### src/hdl/bdlp_pkg.sv
`timescale 1ns / 1ps

package bdlp_pkg;

  localparam int TIMER_BITS = 16;
  localparam int COUNT_BITS = 16;
  localparam int CFG_BITS = 16;
  localparam int CFG_IDX_BITS = 2;
  localparam int PHASE_BITS = 3;
  localparam int TOTAL_BITS = 16;
  localparam int CMP_BITS = (TIMER_BITS > CFG_BITS) ? TIMER_BITS : CFG_BITS;

  localparam logic [TIMER_BITS-1:0] TIMER_MAX = {TIMER_BITS{1'b1}};

  localparam logic [CFG_IDX_BITS-1:0] CFG_DEBOUNCE = 2'd0;
  localparam logic [CFG_IDX_BITS-1:0] CFG_LONG_PRESS = 2'd1;
  localparam logic [CFG_IDX_BITS-1:0] CFG_REPEAT = 2'd2;

  localparam logic [CFG_BITS-1:0] DEBOUNCE_RST = 16'd50;
  localparam logic [CFG_BITS-1:0] LONG_PRESS_RST = 16'd1000;
  localparam logic [CFG_BITS-1:0] REPEAT_RST = 16'd200;

  typedef enum logic [PHASE_BITS-1:0] {
    PH_IDLE = 3'd0,
    PH_DEBOUNCE = 3'd1,
    PH_PRESSED = 3'd2,
    PH_LONG = 3'd3,
    PH_RELEASED = 3'd4
  } phase_t;

  typedef struct packed {
    logic [PHASE_BITS-1:0] phase_code;
    logic count_event;
    logic [TOTAL_BITS-1:0] press_total;
  } result_t;

endpackage

### src/hdl/bdlp_fsm.sv
`timescale 1ns / 1ps

module bdlp_fsm (
  input  logic                          clk,
  input  logic                          rst_n,
  input  logic                          cfg_we,
  input  logic [bdlp_pkg::CFG_IDX_BITS-1:0] cfg_index,
  input  logic [bdlp_pkg::CFG_BITS-1:0] cfg_wdata,
  input  logic                          step,
  input  logic                          pushed,
  output bdlp_pkg::result_t             res
);
  import bdlp_pkg::*;

  logic [CFG_BITS-1:0]   debounce_r;
  logic [CFG_BITS-1:0]   long_press_r;
  logic [CFG_BITS-1:0]   repeat_r;
  phase_t                phase_r;
  phase_t                phase_nxt;
  logic [TIMER_BITS-1:0] elapsed_r;
  logic [TIMER_BITS-1:0] elapsed_nxt;
  logic [COUNT_BITS-1:0] counter_r;
  logic [COUNT_BITS-1:0] counter_nxt;
  logic [TIMER_BITS-1:0] elapsed_inc;
  logic                  count_ev;
  logic                  deb_hit;
  logic                  long_hit;
  logic                  rep_hit;

  always_ff @(posedge clk) begin
    if (!rst_n) begin
      debounce_r <= DEBOUNCE_RST;
      long_press_r <= LONG_PRESS_RST;
      repeat_r <= REPEAT_RST;
    end else if (cfg_we) begin
      case (cfg_index)
        CFG_DEBOUNCE: debounce_r <= cfg_wdata;
        CFG_LONG_PRESS: long_press_r <= cfg_wdata;
        CFG_REPEAT: repeat_r <= cfg_wdata;
        default: ;
      endcase
    end
  end

  assign elapsed_inc = (elapsed_r == TIMER_MAX) ? elapsed_r : elapsed_r + 1'b1;
  assign deb_hit = CMP_BITS'(elapsed_inc) > CMP_BITS'(debounce_r);
  assign long_hit = CMP_BITS'(elapsed_inc) > CMP_BITS'(long_press_r);
  assign rep_hit = CMP_BITS'(elapsed_inc) > CMP_BITS'(repeat_r);

  always_comb begin
    phase_nxt = phase_r;
    case (phase_r)
      PH_DEBOUNCE: begin
        if (!pushed) begin
          phase_nxt = PH_IDLE;
        end else if (deb_hit) begin
          phase_nxt = PH_PRESSED;
        end
      end
      PH_PRESSED: begin
        if (!pushed) begin
          phase_nxt = PH_RELEASED;
        end else if (long_hit) begin
          phase_nxt = PH_LONG;
        end
      end
      PH_LONG: begin
        if (rep_hit && !pushed) begin
          phase_nxt = PH_RELEASED;
        end
      end
      PH_RELEASED: phase_nxt = PH_IDLE;
      default: phase_nxt = pushed ? PH_DEBOUNCE : PH_IDLE;
    endcase
  end

  always_comb begin
    elapsed_nxt = elapsed_r;
    counter_nxt = counter_r;
    count_ev = 1'b0;
    case (phase_r)
      PH_DEBOUNCE: begin
        if (!pushed) begin
          elapsed_nxt = '0;
        end else if (deb_hit) begin
          elapsed_nxt = '0;
          counter_nxt = counter_r + 1'b1;
          count_ev = 1'b1;
        end else begin
          elapsed_nxt = elapsed_inc;
        end
      end
      PH_PRESSED: begin
        if (pushed) begin
          elapsed_nxt = long_hit ? '0 : elapsed_inc;
        end
      end
      PH_LONG: begin
        elapsed_nxt = elapsed_inc;
        if (rep_hit && pushed) begin
          elapsed_nxt = '0;
          counter_nxt = counter_r + 1'b1;
          count_ev = 1'b1;
        end
      end
      PH_RELEASED: elapsed_nxt = '0;
      default: begin
        if (pushed) begin
          elapsed_nxt = '0;
        end
      end
    endcase
  end

  always_ff @(posedge clk) begin
    if (!rst_n) begin
      phase_r <= PH_IDLE;
      elapsed_r <= '0;
      counter_r <= '0;
    end else if (step) begin
      phase_r <= phase_nxt;
      elapsed_r <= elapsed_nxt;
      counter_r <= counter_nxt;
    end
  end

  assign res.phase_code = PHASE_BITS'(phase_nxt);
  assign res.count_event = count_ev;
  assign res.press_total = TOTAL_BITS'(counter_nxt);

endmodule

### src/hdl/button_debounce_long_press.sv
`timescale 1ns / 1ps
// Each accepted result is registered in the output register (or the skid register if
// the output is stalled). Throughput: one transaction per cycle while in_stall is low.
// A two-entry output buffer keeps input accepted while one result waits to be taken.
// Reset (synchronous, rst_n low) returns to idle with timer and count cleared and the
// debounce, long-press and repeat registers at 50, 1000 and 200.

module button_debounce_long_press (
  input  logic                              clk,
  input  logic                              rst_n,
  input  logic                              cfg_we,
  input  logic [bdlp_pkg::CFG_IDX_BITS-1:0] cfg_index,
  input  logic [bdlp_pkg::CFG_BITS-1:0]     cfg_wdata,
  input  logic                              in_valid,
  output logic                              in_stall,
  input  logic                              in_pushed,
  output logic                              out_valid,
  input  logic                              out_stall,
  output logic [bdlp_pkg::PHASE_BITS-1:0]   out_phase_code,
  output logic                              out_count_event,
  output logic [bdlp_pkg::TOTAL_BITS-1:0]   out_press_total
);
  import bdlp_pkg::*;

  logic    in_accept;
  logic    out_free;
  result_t res;
  result_t out_data_r;
  result_t skid_data_r;
  logic    out_valid_r;
  logic    skid_valid_r;

  assign in_stall = skid_valid_r;
  assign in_accept = in_valid && !skid_valid_r;
  assign out_free = !out_valid_r || !out_stall;

  bdlp_fsm u_fsm (
    .clk       (clk),
    .rst_n     (rst_n),
    .cfg_we    (cfg_we),
    .cfg_index (cfg_index),
    .cfg_wdata (cfg_wdata),
    .step      (in_accept),
    .pushed    (in_pushed),
    .res       (res)
  );

  always_ff @(posedge clk) begin
    if (!rst_n) begin
      out_valid_r <= 1'b0;
      skid_valid_r <= 1'b0;
    end else if (out_free) begin
      out_valid_r <= skid_valid_r || in_accept;
      skid_valid_r <= 1'b0;
    end else if (in_accept) begin
      skid_valid_r <= 1'b1;
    end
  end

  always_ff @(posedge clk) begin
    if (out_free) begin
      out_data_r <= skid_valid_r ? skid_data_r : res;
    end
    if (!out_free && in_accept) begin
      skid_data_r <= res;
    end
  end

  assign out_valid = out_valid_r;
  assign out_phase_code = out_data_r.phase_code;
  assign out_count_event = out_data_r.count_event;
  assign out_press_total = out_data_r.press_total;

endmodule

### config.mk
export PLATFORM = sky130hd
export DESIGN_NAME = button_debounce_long_press
export DESIGN_NICKNAME = d
export VERILOG_FILES = /design/src/hdl/bdlp_pkg.sv /design/src/hdl/bdlp_fsm.sv /design/src/hdl/button_debounce_long_press.sv
export SDC_FILE = /design/constraint.sdc
export NUM_CORES = 1
export LEC_CHECK = 0
export BUFFER_PORTS_ARGS = -buffer_cell sky130_fd_sc_hd__buf_2
export CORE_ASPECT_RATIO = 0.6
export CORE_MARGIN = 1.5
export CORE_UTILIZATION = 48
export CTS_BUF_LIST = sky130_fd_sc_hd__clkbuf_16
export DETAILED_ROUTE_END_ITERATION = 10
export PLACE_DENSITY = 0.76
export SLEW_MARGIN = 5
export SYNTH_ARGS = -nofsm -noshare
export SYNTH_HDL_FRONTEND = slang
export SYNTH_SLANG_ARGS = --single-unit
export TNS_END_PERCENT = 20
### constraint.sdc
create_clock -name clk -period 4.2 [get_ports clk]
set_input_delay 0.84 -clock clk [delete_from_list [all_inputs] [get_ports clk]]
set_output_delay 0.84 -clock clk [all_outputs]
set_load 0.01 [all_outputs]
======== After elaboration in Yosys (flattened, before gate mapping) ========
Cells that the tools add are included.
word-level totals
  register bits ........................... 125
  bits of input ports ..................... 24
  word-level logic and storage cells ...... 70
cells by class
  add/subtract/negate cells ............... 2
  $lt $le $gt $ge ......................... 3
  equal/unequal tests ..................... 8
  mux-type cells .......................... 24
  bitwise operators ....................... 1
  reduce and logical (&&, ||, !) cells .... 18
operators with widths
  kind                     number
  $mux W16                 10
  $pmux W16 S4             1
  $gt A16 B16 Y1           3
  $add A16 B1 Y16 const B  2
  $pmux W16 S2             1
  $mux W20                 1
  $eq A16 B16 Y1 const B   1
  $mux W3                  5
  $pmux W3 S4              1
  $eq A3 B2 Y1 const B     2
  $reduce_and A2 Y1        3
  $logic_not A1 Y1         5
  $logic_and A1 B1 Y1      4
  $mux W1                  4
  $reduce_bool A4 Y1       1
  $eq A3 B1 Y1 const B     1
  $eq A3 B3 Y1 const B     1
  $reduce_and A3 Y1        1
  $eq A2 B1 Y1 const B     1
  $eq A2 B2 Y1 const B     1
  $logic_not A2 Y1         1
  $logic_or A1 B1 Y1       2
  $ne A2 B2 Y1 const B     1
  $pmux W1 S2              1
  other kinds (2)          2

======== Depth between registers and ports, before layout ========
Gate-level depths: netlist (run 1).
  depth in word-level cells ............... 7
  gate-level depth with buffers ........... 18
  depth with buffers taken out ............ 15

======== Modules after synthesis ========
Synthesis (run 1) repeated with hierarchy kept, for this count alone.
second synthesis, totals
  cells, all modules ...................... 746
  area total of the unflattened synthesis .. 6,796.5 sq um
modules (own cells, without submodules)
  module                      instances  cells each  area an instance (sq um)  seq. area each (sq um)
  bdlp_fsm                    1          676         5,267.6                   1,661.6
  button_debounce_long_press  1          70          1,529.0                   1,241.2

======== Least setup slack after synthesis (run 1) ========
OpenSTA, ideal clock, no wires.
  path kind ............................... register to register
  from .................................... register u_fsm.elapsed_r[1]
  to ...................................... register out_data_r (netlist bit out_press_total[3]) (data pin)
  data arrival time ....................... 3.791 ns
  slack ................................... 0.135 ns
  cell stages (with the launch flop) ...... 19
  clock period less this slack ............ 4.065 ns
  cells stage by stage .................... dfxtp_1 > ha_1 > nand3_4 > nor4_4 > buf_6 > nor2_1 > nand4_1 > nor2_1 > xor2_1 > ha_1 > nand4_2 > nor4_2 > or3b_1 > buf_2 > a31o_1 > buf_6 > buf_4 > o31ai_1 > a31oi_1
between the ends
  longest elaborated chain between the ends .. 7
  elaborated cells between the ends (all ways) .. 11
  those cells by class .................... add/sub: 1; order compare: 2; eq/ne: 1; mux: 6; reduce/logical: 1
RTL lines
  what                                                      RTL line                          RTL
  start, declared                                           bdlp_fsm.sv:20                    logic [TIMER_BITS-1:0] elapsed_r;
  start signal, assigned                                    bdlp_fsm.sv:122                   elapsed_r <= elapsed_nxt;
  $add A16 B1 Y16 / $eq A16 B16 Y1 (equally long branches)  bdlp_fsm.sv:45                    assign elapsed_inc = (elapsed_r == TIMER_MAX) ? elapsed_r : elapsed_r + 1'b1;
  $mux W16 (*)                                              bdlp_fsm.sv:45
  $gt A16 B16 Y1, on equally long branches                  bdlp_fsm.sv:46, bdlp_fsm.sv:48
  $mux W16 / $logic_and A1 B1 Y1 (equally long branches)    bdlp_fsm.sv:85, bdlp_fsm.sv:100
  $mux W16, on equally long branches                        bdlp_fsm.sv:83, bdlp_fsm.sv:100
  $pmux W16 S2 (*)                                          bdlp_fsm.sv:81                    case (phase_r)
  $mux W20 (*)                                              button_debounce_long_press.sv:62  out_data_r <= skid_valid_r ? skid_data_r : res;
  end signal, assigned                                      button_debounce_long_press.sv:62
  end, declared                                             button_debounce_long_press.sv:28  result_t out_data_r;
Every way passes the cells marked *; elsewhere a longest branch is shown, timed or not.
A chain may end at the register's enable or synchronous reset.

======== Worst setup path in the final report (run 1) ========
  from .................................... register u_fsm.elapsed_r[1]
  to ...................................... register out_data_r (netlist bit out_press_total[12]) (data pin)
Same word-level chain as after synthesis.

==> results.yml, run 1 <==
run_status:
  status: "complete, no violations"
synthesis:
  yosysSeqAreaShare_pct: 41.4
  synth-seq-cells: 125
  syn-mean-instance-area_sq_um: 8.77
  synthesis.nets: 870
  synth_edf_count: 40
  yosysTopAreaCell: "dfxtp_1"
  synth_cells: 799
  synth.distinct_cells: 64
  yosysWarnings: 0
  synth_area_leaders: "dfxtp_1 24%, edfxtp_1 17%, ha_1 8.4%"
  async_flop_share_pct: 0
  syn_area_sq_mm: 0.00701
  synth_top_area_share_pct: 24.3
  ys.flop_type: "dfxtp_1"
critical_path:
  cp-start-kind: "flop"
  r2r_end: "out_press_total[12]$_DFFE_PP_"
  worst_ep_arrival_time_ps: 4320
  crit_fanout: 40
  timing.reg2reg.setup_slack_ps: 140
  rr_worst_depth: 13
  cp.required_ps: 4460
  criticalPathCategory: "flop to flop"
  setup.worst_path.end_class: "flop"
  r2r_start: "u_fsm.elapsed_r[1]$_SDFFE_PN0P_"
pwr:
  irDropWorstVdd_mv: 0.240
  leakage_nw: 3.35
  power_density_mw_per_mm2: 373
  finalPower_mw: 3.07
clock_tree:
  root_buffer: "clkbuf_16"
  clk_latency_ps: 430
  clock_tree.buffer_depth: 2
  cts_num_sinks: 125
  cts_tree: "built"
  worst_setup_hold_path_clk_slew_ps: 60
  htreeDepth: 4
  cts_made_buffers: 17
  cts_hold_buf: 0
min_path:
  min_to: "u_fsm.repeat_r[10]$_SDFFE_PN0P_"
  holdCritPathClass: "flop to flop"
  hp-start: "u_fsm.repeat_r[10]$_SDFFE_PN0P_"
  hold-path-cell-count: 2
sta:
  finalSetupViolations: 0
  min_period_over_period_pct: 96.7
  drv_slew: 0
  fmax_ghz: 0.246
  worst_clock_skew_ps: 11.5
  maxSlewHeadroom_pct: 42.6
  hold_violations: 0
  worstMarginPinSlew_ps: 860
  finalCriticalPeriod_ps: 4060
run:
  maxCapViolations: 0
detailed_routing:
  drc_errors: 0
  postRouteWirelength_mm: 18.9
  vias: 6275
  ant_nets: 0
  firstDrtPassIters: 5
  drt_iter0_drc: 643
  vias_per_cell: 5.94
  routedWlPerCell_microns: 17.9
global_route:
  grt_max_degree: 43
  antenna_found_initial: 0
  grtUsageTotal_pct: 25.3
  grt_pass1_vias: 5623
  overflow: 0
  grt_pass1_wl_mm: 29.7
placed_design:
  routabilityCongestion: 0.932
  hpwl_mm: 13.2
  port_buffers: 45
  placed_cells: 1020
floorplanning:
  io_pins: 46
  die_y_microns: 96.6
  row_count: 33
  dieWidth_microns: 159
  floorplan.initialDensity_pct: 50.2
  dieArea_sq_mm: 0.0154
  core-area_sq_mm: 0.0140
final_layout:
  drive_gt1_share_pct: 16.3
  fillerInstances: 1213
  areaGrowthSynthToFinish_pct: 17.6
  nets: 923
  num_antenna_cells: 0
  final_cell_count_no_fill: 1057
[synth_stat cells (9+ instances only)]
cell type	count
ha_1	47
xnor2_1	15
nand2b_1	12
dfxtp_1	85
and3_1	10
o31ai_1	20
nand2_1	146
a21oi_1	63
edfxtp_1	40
or4_1	9
nand3_1	23
o211ai_1	15
nand4_1	19
o21ai_0	17
inv_1	58
nor3_1	11
nor2_1	45
a31oi_1	20
clkbuf_1	26
[layer usage]
| layer | global-route usage (%) | vias up | share of wire (%) |
|---|---|---|---|
| li1 | - | 3011 | - |
| met2 | 35.5 | 269 | 39 |
| met4 | 7.31 | 0 | 1.2 |
| met5 | 0 | - | 0 |
| met3 | 6.57 | 26 | 9.9 |
| met1 | 37.8 | 2969 | 50 |
[power by group]
part | internal [mW] | switching, mW | total, mW
combinational | 0.0701 | 0.140 | 0.210
sequential | 1.28 | 0.0160 | 1.30
clock | 0.959 | 0.605 | 1.56
[worst max-delay path by stage]
stage / end / depth (start not counted) / slack (ps) / start
6_report: out_press_total[12]$_DFFE_PP_ / 13 / 140 / u_fsm.elapsed_r[1]$_SDFFE_PN0P_
5_1_grt: out_press_total[12]$_DFFE_PP_ / 15 / -40 / u_fsm.elapsed_r[1]$_SDFFE_PN0P_
4_1_cts: out_press_total[12]$_DFFE_PP_ / 15 / 20 / u_fsm.elapsed_r[1]$_SDFFE_PN0P_
3_5_place_dp: out_press_total[12]$_DFFE_PP_ / 15 / 30 / u_fsm.elapsed_r[1]$_SDFFE_PN0P_
3_3_place_gp: out_press_total[13]$_DFFE_PP_ / 15 / 160 / u_fsm.elapsed_r[1]$_SDFFE_PN0P_
2_1_floorplan: out_press_total[3]$_DFFE_PP_ / 18 / 130 / u_fsm.elapsed_r[1]$_SDFFE_PN0P_
[state kept, by name, summed over array words and instances (netlist names)]
register and cells:
skid_data_r 20, out_press_total 16, u_fsm.counter_r 16, u_fsm.debounce_r 16
u_fsm.elapsed_r 16, u_fsm.long_press_r 16, u_fsm.repeat_r 16, out_phase_code 3
u_fsm.phase_r 3, in_stall 1, out_count_event 1, out_valid 1
[worst max-delay path: stages (launching register included)]
cell,delay (ps)
dfxtp_2,370
ha_4,160
nand3_4,100
nor4_4,320
buf_6,170
mux2_2,390
ha_1,300
nand3_1,140
nor4_4,330
or3b_4,450
a31o_1,260
buf_12,180
or4_1,520
a31oi_1,210
[layout by cell type, fill, tap and decap left out, drive strengths merged, types with 10 or more instances in the layout]
cell / instances
nor2: 45
o21ai: 18
nor4: 13
inv: 67
nand3: 25
dfxtp: 85
nor3: 11
and3: 10
or4: 10
nand2b: 12
a31oi: 20
buf: 74
o211ai: 15
xnor2: 15
o31ai: 20
edfxtp: 40
nand2: 146
a21oi: 64
clkbuf: 19
ha: 47
nand4: 23
[per-stage QoR]
stage / TNS (ps) / cell area [sq um] / setup slack (ps) / hold WS, ps / util, %
6_report: 0 / 8240 / 140 / 454 / 59.0
5_1_grt: -46.8 / 8240 / -36.4 / 479 / 59.0
4_1_cts: 0 / 8120 / 15.7 / 456 / 58.2
3_5_place_dp: 0 / 7490 / 29.9 / 447 / 53.7
3_3_place_gp: 0 / 7490 / 162 / 444 / 53.7
2_1_floorplan: 0 / 7010 / 135 / 436 / -
[logic make-up (layout without fill, tap and decap cells)]
family                   Yosys count  after routing  synth area share (%)
AND/OR/NAND/NOR                  317            317                  23.0
AO/OA/AOI/OAI                    179            179                  16.9
flip-flops                       125            125                  41.4
buffers and inverters             99            165                  6.02
adder cells (fa/ha/maj)           47             47                  8.39
XOR/XNOR                          21             21                  2.63
multiplexers                      11             11                  1.68
[final cells by class]
class                      count  area (sq um)  share of cell area, %
clock inverter                13           151                   1.84
multi-input combinational    575          3770                   45.8
tap                          192           240                   2.92
clock buffer                  19           475                   5.77
inverter                      59           221                   2.69
timing repair buffer          74           472                   5.73
sequential                   125          2910                   35.3
[repair_timing]
action | CTS | global route
pin swaps | 0 | 6
gates resized for setup | 1 | 14
buffers inserted | 0 | 5
setup endpoints to repair | 1 | 57
(Power assumes the default switching activity.)
==> run 2: changes to the inputs <==
--- a/config.mk
+++ b/config.mk
@@ -11,9 +11,10 @@
 export CORE_UTILIZATION = 48
 export CTS_BUF_LIST = sky130_fd_sc_hd__clkbuf_16
 export DETAILED_ROUTE_END_ITERATION = 10
+export HOLD_SLACK_MARGIN = 0.12
 export PLACE_DENSITY = 0.76
 export SLEW_MARGIN = 5
 export SYNTH_ARGS = -nofsm -noshare
 export SYNTH_HDL_FRONTEND = slang
 export SYNTH_SLANG_ARGS = --single-unit
-export TNS_END_PERCENT = 20
+export TNS_END_PERCENT = 30
==> constraint.sdc (replaced) <==
create_clock -name clk -period 3.4 [get_ports clk]
set_input_delay 0.68 -clock clk [delete_from_list [all_inputs] [get_ports clk]]
set_output_delay 0.68 -clock clk [all_outputs]
set_load 0.01 [all_outputs]
==> run 2 against run 1 <==
Highest routed layer unchanged. The flow now finishes with violations (negative setup slack). Die area did not move. Largest cell class unchanged. Largest power group unchanged. Clock power is 28% higher. Design area is 18% higher.
==> results.yml, run 2 (synthesis gave the netlist of run 1 again) <==
run_status:
  status: "complete, but fails checks"
  violations: "negative setup slack"
floorplanning:
  core-area_sq_mm: 0.0140
  io_pins: 46
  row_count: 33
  dieWidth_microns: 159
  die_y_microns: 96.6
  floorplan.initialDensity_pct: 50.2
  dieArea_sq_mm: 0.0154
detailed_routing:
  postRouteWirelength_mm: 24.4
  firstDrtPassIters: 6
  vias: 7185
  drt_iter0_drc: 935
  ant_nets: 0
  routedWlPerCell_microns: 21.4
  vias_per_cell: 6.30
  drc_errors: 0
critical_path:
  cp.required_ps: 3740
  crit_fanout: 5
  cp-start-kind: "flop"
  critPathLaunch: "u_fsm.elapsed_r[0]$_SDFFE_PN0P_"
  worst_ep_arrival_time_ps: 4200
  setup.worst_path.end_class: "flop"
  r2r_start: "u_fsm.elapsed_r[0]$_SDFFE_PN0P_"
  criticalPathCategory: "flop to flop"
placed_design:
  port_buffers: 45
  routabilityCongestion: 0.913
  place_ws_ps: -468
  placed_cells: 1083
  hpwl_mm: 14.3
sta:
  hold_violations: 0
  worst_clock_skew_ps: 8.32
  fin_setup_tns_ps: -24170
  finalSetupViolations: 75
  drv_slew: 0
  fmax_ghz: 0.259
  min_period_over_period_pct: 114
  setup_slack_ps: -462
  maxSlewHeadroom_pct: 22.5
  rsz0062_at_grt: "yes"
  hold_slack_ps: 455
  worstMarginPinSlew_ps: 1160
  finalCriticalPeriod_ps: 3860
final_layout:
  fillerInstances: 966
  final_cell_count_no_fill: 1140
  num_antenna_cells: 0
  largest-register: "skid_data_r"
  areaGrowthSynthToFinish_pct: 38.7
  final_cell_mix: "144 x nand2_1, 91 x buf_4, 71 x dfxtp_1"
  nets: 1006
  drive_gt1_share_pct: 33.4
  largest_reg_flops: 20
  final_common_cell: "nand2_1"
global_route:
  antenna_found_initial: 0
  met1_usage_pct: 42.1
  grt_pass1_wl_mm: 35.5
  grt_pass1_vias: 6582
  use_met2_pct: 45.6
  overflow: 0
  grtUsageTotal_pct: 30.1
  busiest_layer: "met2"
  grt_max_degree: 50
  grt.met3_usage_pct: 7.60
clock_tree:
  htreeDepth: 4
  clock_tree.buffer_depth: 2
  clk_latency_ps: 430
  worst_setup_hold_path_clk_slew_ps: 60
  cts_hold_buf: 0
  root_buffer: "clkbuf_16"
  cts_num_sinks: 125
  cts_made_buffers: 17
  cts_tree: "built"
pwr:
  p_comb_share_pct: 7.6
  irDropWorstVdd_mv: 0.299
  seqPwrFrac_pct: 41.1
  p_int_mw: 2.92
  power_density_mw_per_mm2: 401
  leakage_nw: 3.85
  power.switching_mw: 0.978
  clockPowerShare_pct: 51.2
  sw_frac_of_total_pct: 25.1
run:
  maxCapViolations: 0
min_path:
  holdCritPathClass: "flop to flop"
  hp-start: "u_fsm.long_press_r[14]$_SDFFE_PN0P_"
## run 2: routing by layer
metal / part of all wire (%) / wire length [microns]
met5: 0 / 0
met4: 3.2 / 776
met3: 12 / 3000
met2: 43 / 10400
met1: 42 / 10200
## run 2: stage by stage
stage,total power [mW],area [sq um],util (%)
after floorplan,1.78,7250,-
after global placement,1.88,8170,58.5
after detailed placement,1.88,8170,58.5
after CTS,3.85,9360,67.1
after global routing,3.98,9720,69.6
final,3.90,9720,69.6
## run 2: final timing paths
kind	to	slack [ps]	cells past startpoint
setup / recovery	u_fsm.elapsed_r[0]$_SDFFE_PN0P_	-460	19
hold / removal	u_fsm.long_press_r[14]$_SDFFE_PN0P_	450	2
setup reg to reg	u_fsm.elapsed_r[0]$_SDFFE_PN0P_	-460	19
hold reg to reg	u_fsm.long_press_r[14]$_SDFFE_PN0P_	450	2
## run 2: power groups by stage
| stage | clock [mW] | combinational (mW) | sequential, mW |
|---|---|---|---|
| 3_5_place_dp | 0 | 0.251 | 1.63 |
| 5_1_grt | 2.06 | 0.319 | 1.61 |
| 6_report | 2.00 | 0.298 | 1.60 |
| 2_1_floorplan | 0 | 0.142 | 1.64 |
| 3_3_place_gp | 0 | 0.246 | 1.63 |
| 4_1_cts | 1.98 | 0.274 | 1.60 |
## run 2: what timing repair did
item,CTS,global route
cloned,3,0
pin swaps,28,33
gates resized for setup,90,47
buffers inserted,15,7
setup endpoints to repair,75,75
## run 2: worst max-delay path, cell delays in order, from the launching register on
cell      delay [ps]
dfxtp_2          340
ha_4             170
nand3_4          120
nor4_4            40
buf_4            160
nor2_4           110
nand4_1          100
buf_6            160
nor2_4           150
xor2_4           250
ha_1             290
nand4_1          210
nor2_1           110
a221oi_2         350
nand3_2          210
buf_4            200
a31oi_4          300
o41ai_2          120
buf_4            200
nor2_1           190
## run 2: area by class of cell
type	count	area (sq um)	share of cell area (%)
multi-input cells	577	4560	47.0
inverters	59	221	2.28
clock buffers	17	425	4.38
well taps	192	240	2.47
flip-flops and latches	125	2920	30.1
clock inverters	15	211	2.18
repair buffers	155	1130	11.6
==> run 3: changes to the inputs <==
--- a/config.mk
+++ b/config.mk
@@ -13,6 +13,7 @@
 export DETAILED_ROUTE_END_ITERATION = 10
 export HOLD_SLACK_MARGIN = 0.12
 export PLACE_DENSITY = 0.76
+export SETUP_SLACK_MARGIN = 0.15
 export SLEW_MARGIN = 5
 export SYNTH_ARGS = -nofsm -noshare
 export SYNTH_HDL_FRONTEND = slang
==> run 3 against run 2 <==
The run still ends with negative setup slack left. Largest cell class unchanged. Design area did not move. Via count fell by 0.40%. Critical path type unchanged. Sequential share of layout area did not move. Sequential power barely moved. First-iteration DRC count rose by 4.2%.
==> results.yml, run 3 (synthesis gave the netlist of run 1 again) <==
floorplanning:
  io_pins: 46
  row_count: 33
  dieWidth_microns: 159
  core-area_sq_mm: 0.0140
  dieArea_sq_mm: 0.0154
  floorplan.initialDensity_pct: 50.2
  die_y_microns: 96.6
final_layout:
  num_antenna_cells: 0
  largest_reg_flops: 20
  seq_area_sq_mm: 0.00292
  largest-register: "skid_data_r"
  fillerInstances: 966
  multi_input_area_sq_mm: 0.00456
  areaGrowthSynthToFinish_pct: 38.7
  final_cell_mix: "144 x nand2_1, 91 x buf_4, 71 x dfxtp_1"
  final_common_cell: "nand2_1"
  utilization_pct: 69.6
  nets: 1006
  drive_gt1_share_pct: 33.4
critical_path:
  rr_worst_depth: 18
  setup.worst_path.end_class: "flop"
  r2r_start: "u_fsm.elapsed_r[14]$_SDFFE_PN0P_"
  cp.required_ps: 3740
  worst_ep_arrival_time_ps: 4230
  cp-start-kind: "flop"
  crit_fanout: 5
  critPathLaunch: "u_fsm.elapsed_r[14]$_SDFFE_PN0P_"
  criticalPathCategory: "flop to flop"
sta:
  maxSlewHeadroom_pct: 25.7
  setup_slack_ps: -488
  worstMarginPinSlew_ps: 1120
  finalCriticalPeriod_ps: 3890
  fmax_ghz: 0.257
  drv_slew: 0
  rsz0062_at_grt: "yes"
  hold_violations: 0
  finalSetupViolations: 75
  worst_clock_skew_ps: 12.7
  min_period_over_period_pct: 114
  fin_setup_tns_ps: -26250
global_route:
  busiest_layer: "met2"
  grt.met3_usage_pct: 7.60
  overflow: 0
  grt_pass1_vias: 6582
  antenna_found_initial: 0
  grt_max_degree: 50
  met1_usage_pct: 42.1
  grtUsageTotal_pct: 30.1
  grt_pass1_wl_mm: 35.5
  use_met2_pct: 45.6
pwr:
  leakage_nw: 3.85
  p_comb_share_pct: 7.6
  seqPwrFrac_pct: 41.1
  clockPowerShare_pct: 51.3
  irDropWorstVdd_mv: 0.302
  power.switching_mw: 0.982
  power_density_mw_per_mm2: 402
  sw_frac_of_total_pct: 25.2
  p_int_mw: 2.92
detailed_routing:
  vias: 7156
  ant_nets: 0
  vias_per_cell: 6.28
  postRouteWirelength_mm: 24.4
  routedWlPerCell_microns: 21.4
  drc_errors: 0
  firstDrtPassIters: 6
  drt_iter0_drc: 974
clock_tree:
  root_buffer: "clkbuf_16"
  cts_num_sinks: 125
  worst_setup_hold_path_clk_slew_ps: 60
  htreeDepth: 4
  clk_latency_ps: 440
  cts_tree: "built"
  cts_made_buffers: 17
  clock_tree.buffer_depth: 2
min_path:
  holdCritPathClass: "flop to flop"
  hold-path-cell-count: 2
  hp-start: "u_fsm.long_press_r[14]$_SDFFE_PN0P_"
run_status:
  violations: "negative setup slack"
  status: "complete, but fails checks"
run:
  maxCapViolations: 0
placed_design:
  port_buffers: 45
  routabilityCongestion: 0.913
  place_ws_ps: -468
  hpwl_mm: 14.3
run 3: power groups by stage:
stage / registers [mW] / logic [mW] / clock network [mW]
2_1_floorplan: 1.64 / 0.142 / 0
3_3_place_gp: 1.63 / 0.246 / 0
3_5_place_dp: 1.63 / 0.251 / 0
4_1_cts: 1.60 / 0.274 / 1.98
5_1_grt: 1.61 / 0.319 / 2.06
6_report: 1.60 / 0.298 / 2.00
run 3: worst paths after layout:
path	end	slack (ps)
min reg2reg	u_fsm.long_press_r[14]$_SDFFE_PN0P_	450
min	u_fsm.long_press_r[14]$_SDFFE_PN0P_	450
max	u_fsm.elapsed_r[0]$_SDFFE_PN0P_	-490
max reg2reg	u_fsm.elapsed_r[0]$_SDFFE_PN0P_	-490
run 3: cell type report:
cell class	count	area share [%]
Multi-Input combinational cell	577	47.0
Clock inverter	15	2.18
Inverter	59	2.28
Clock buffer	17	4.38
Timing Repair Buffer	155	11.6
Sequential cell	125	30.1
Tap cell	192	2.47
run 3: metal layers:
layer	vias to the layer above	wire, microns
met4	0	765
li1	3168	-
met5	-	0
met1	3376	10100
met2	503	10400
met3	109	3100
run 3: critical path: stages, from the launching register on:
cell and delay, ps:
dfxtp_2 350, nand4_4 160, buf_4 200, nor2_2 190, nor3_4 70, buf_4 130
buf_4 120, xor2_1 330, ha_1 320, nand4_1 160, buf_4 150, nor2_1 50
a221oi_2 350, nand3_2 220, buf_4 210, a31oi_4 290, o41ai_2 120, buf_4 200
nor2_1 190
run 3: per-stage QoR:
| step | instances | power (mW) | cell area, sq um | hold WS, ps |
|---|---|---|---|---|
| 6_report | 1140 | 3.90 | 9720 | 454 |
| 4_1_cts | 1133 | 3.85 | 9360 | 455 |
| 5_1_grt | 1140 | 3.98 | 9720 | 474 |
| 3_3_place_gp | 1083 | 1.88 | 8170 | 443 |
| 3_5_place_dp | 1083 | 1.88 | 8170 | 447 |
| 2_1_floorplan | 799 | 1.78 | 7250 | 436 |
run 3: timing repair:
item / in CTS / in global routing
pin swaps: 28 / 33
resized for setup: 90 / 47
gates cloned: 3 / 0
endpoints found under the setup margin: 75 / 75
buffers inserted: 15 / 7
hold buffers: 0 / 0
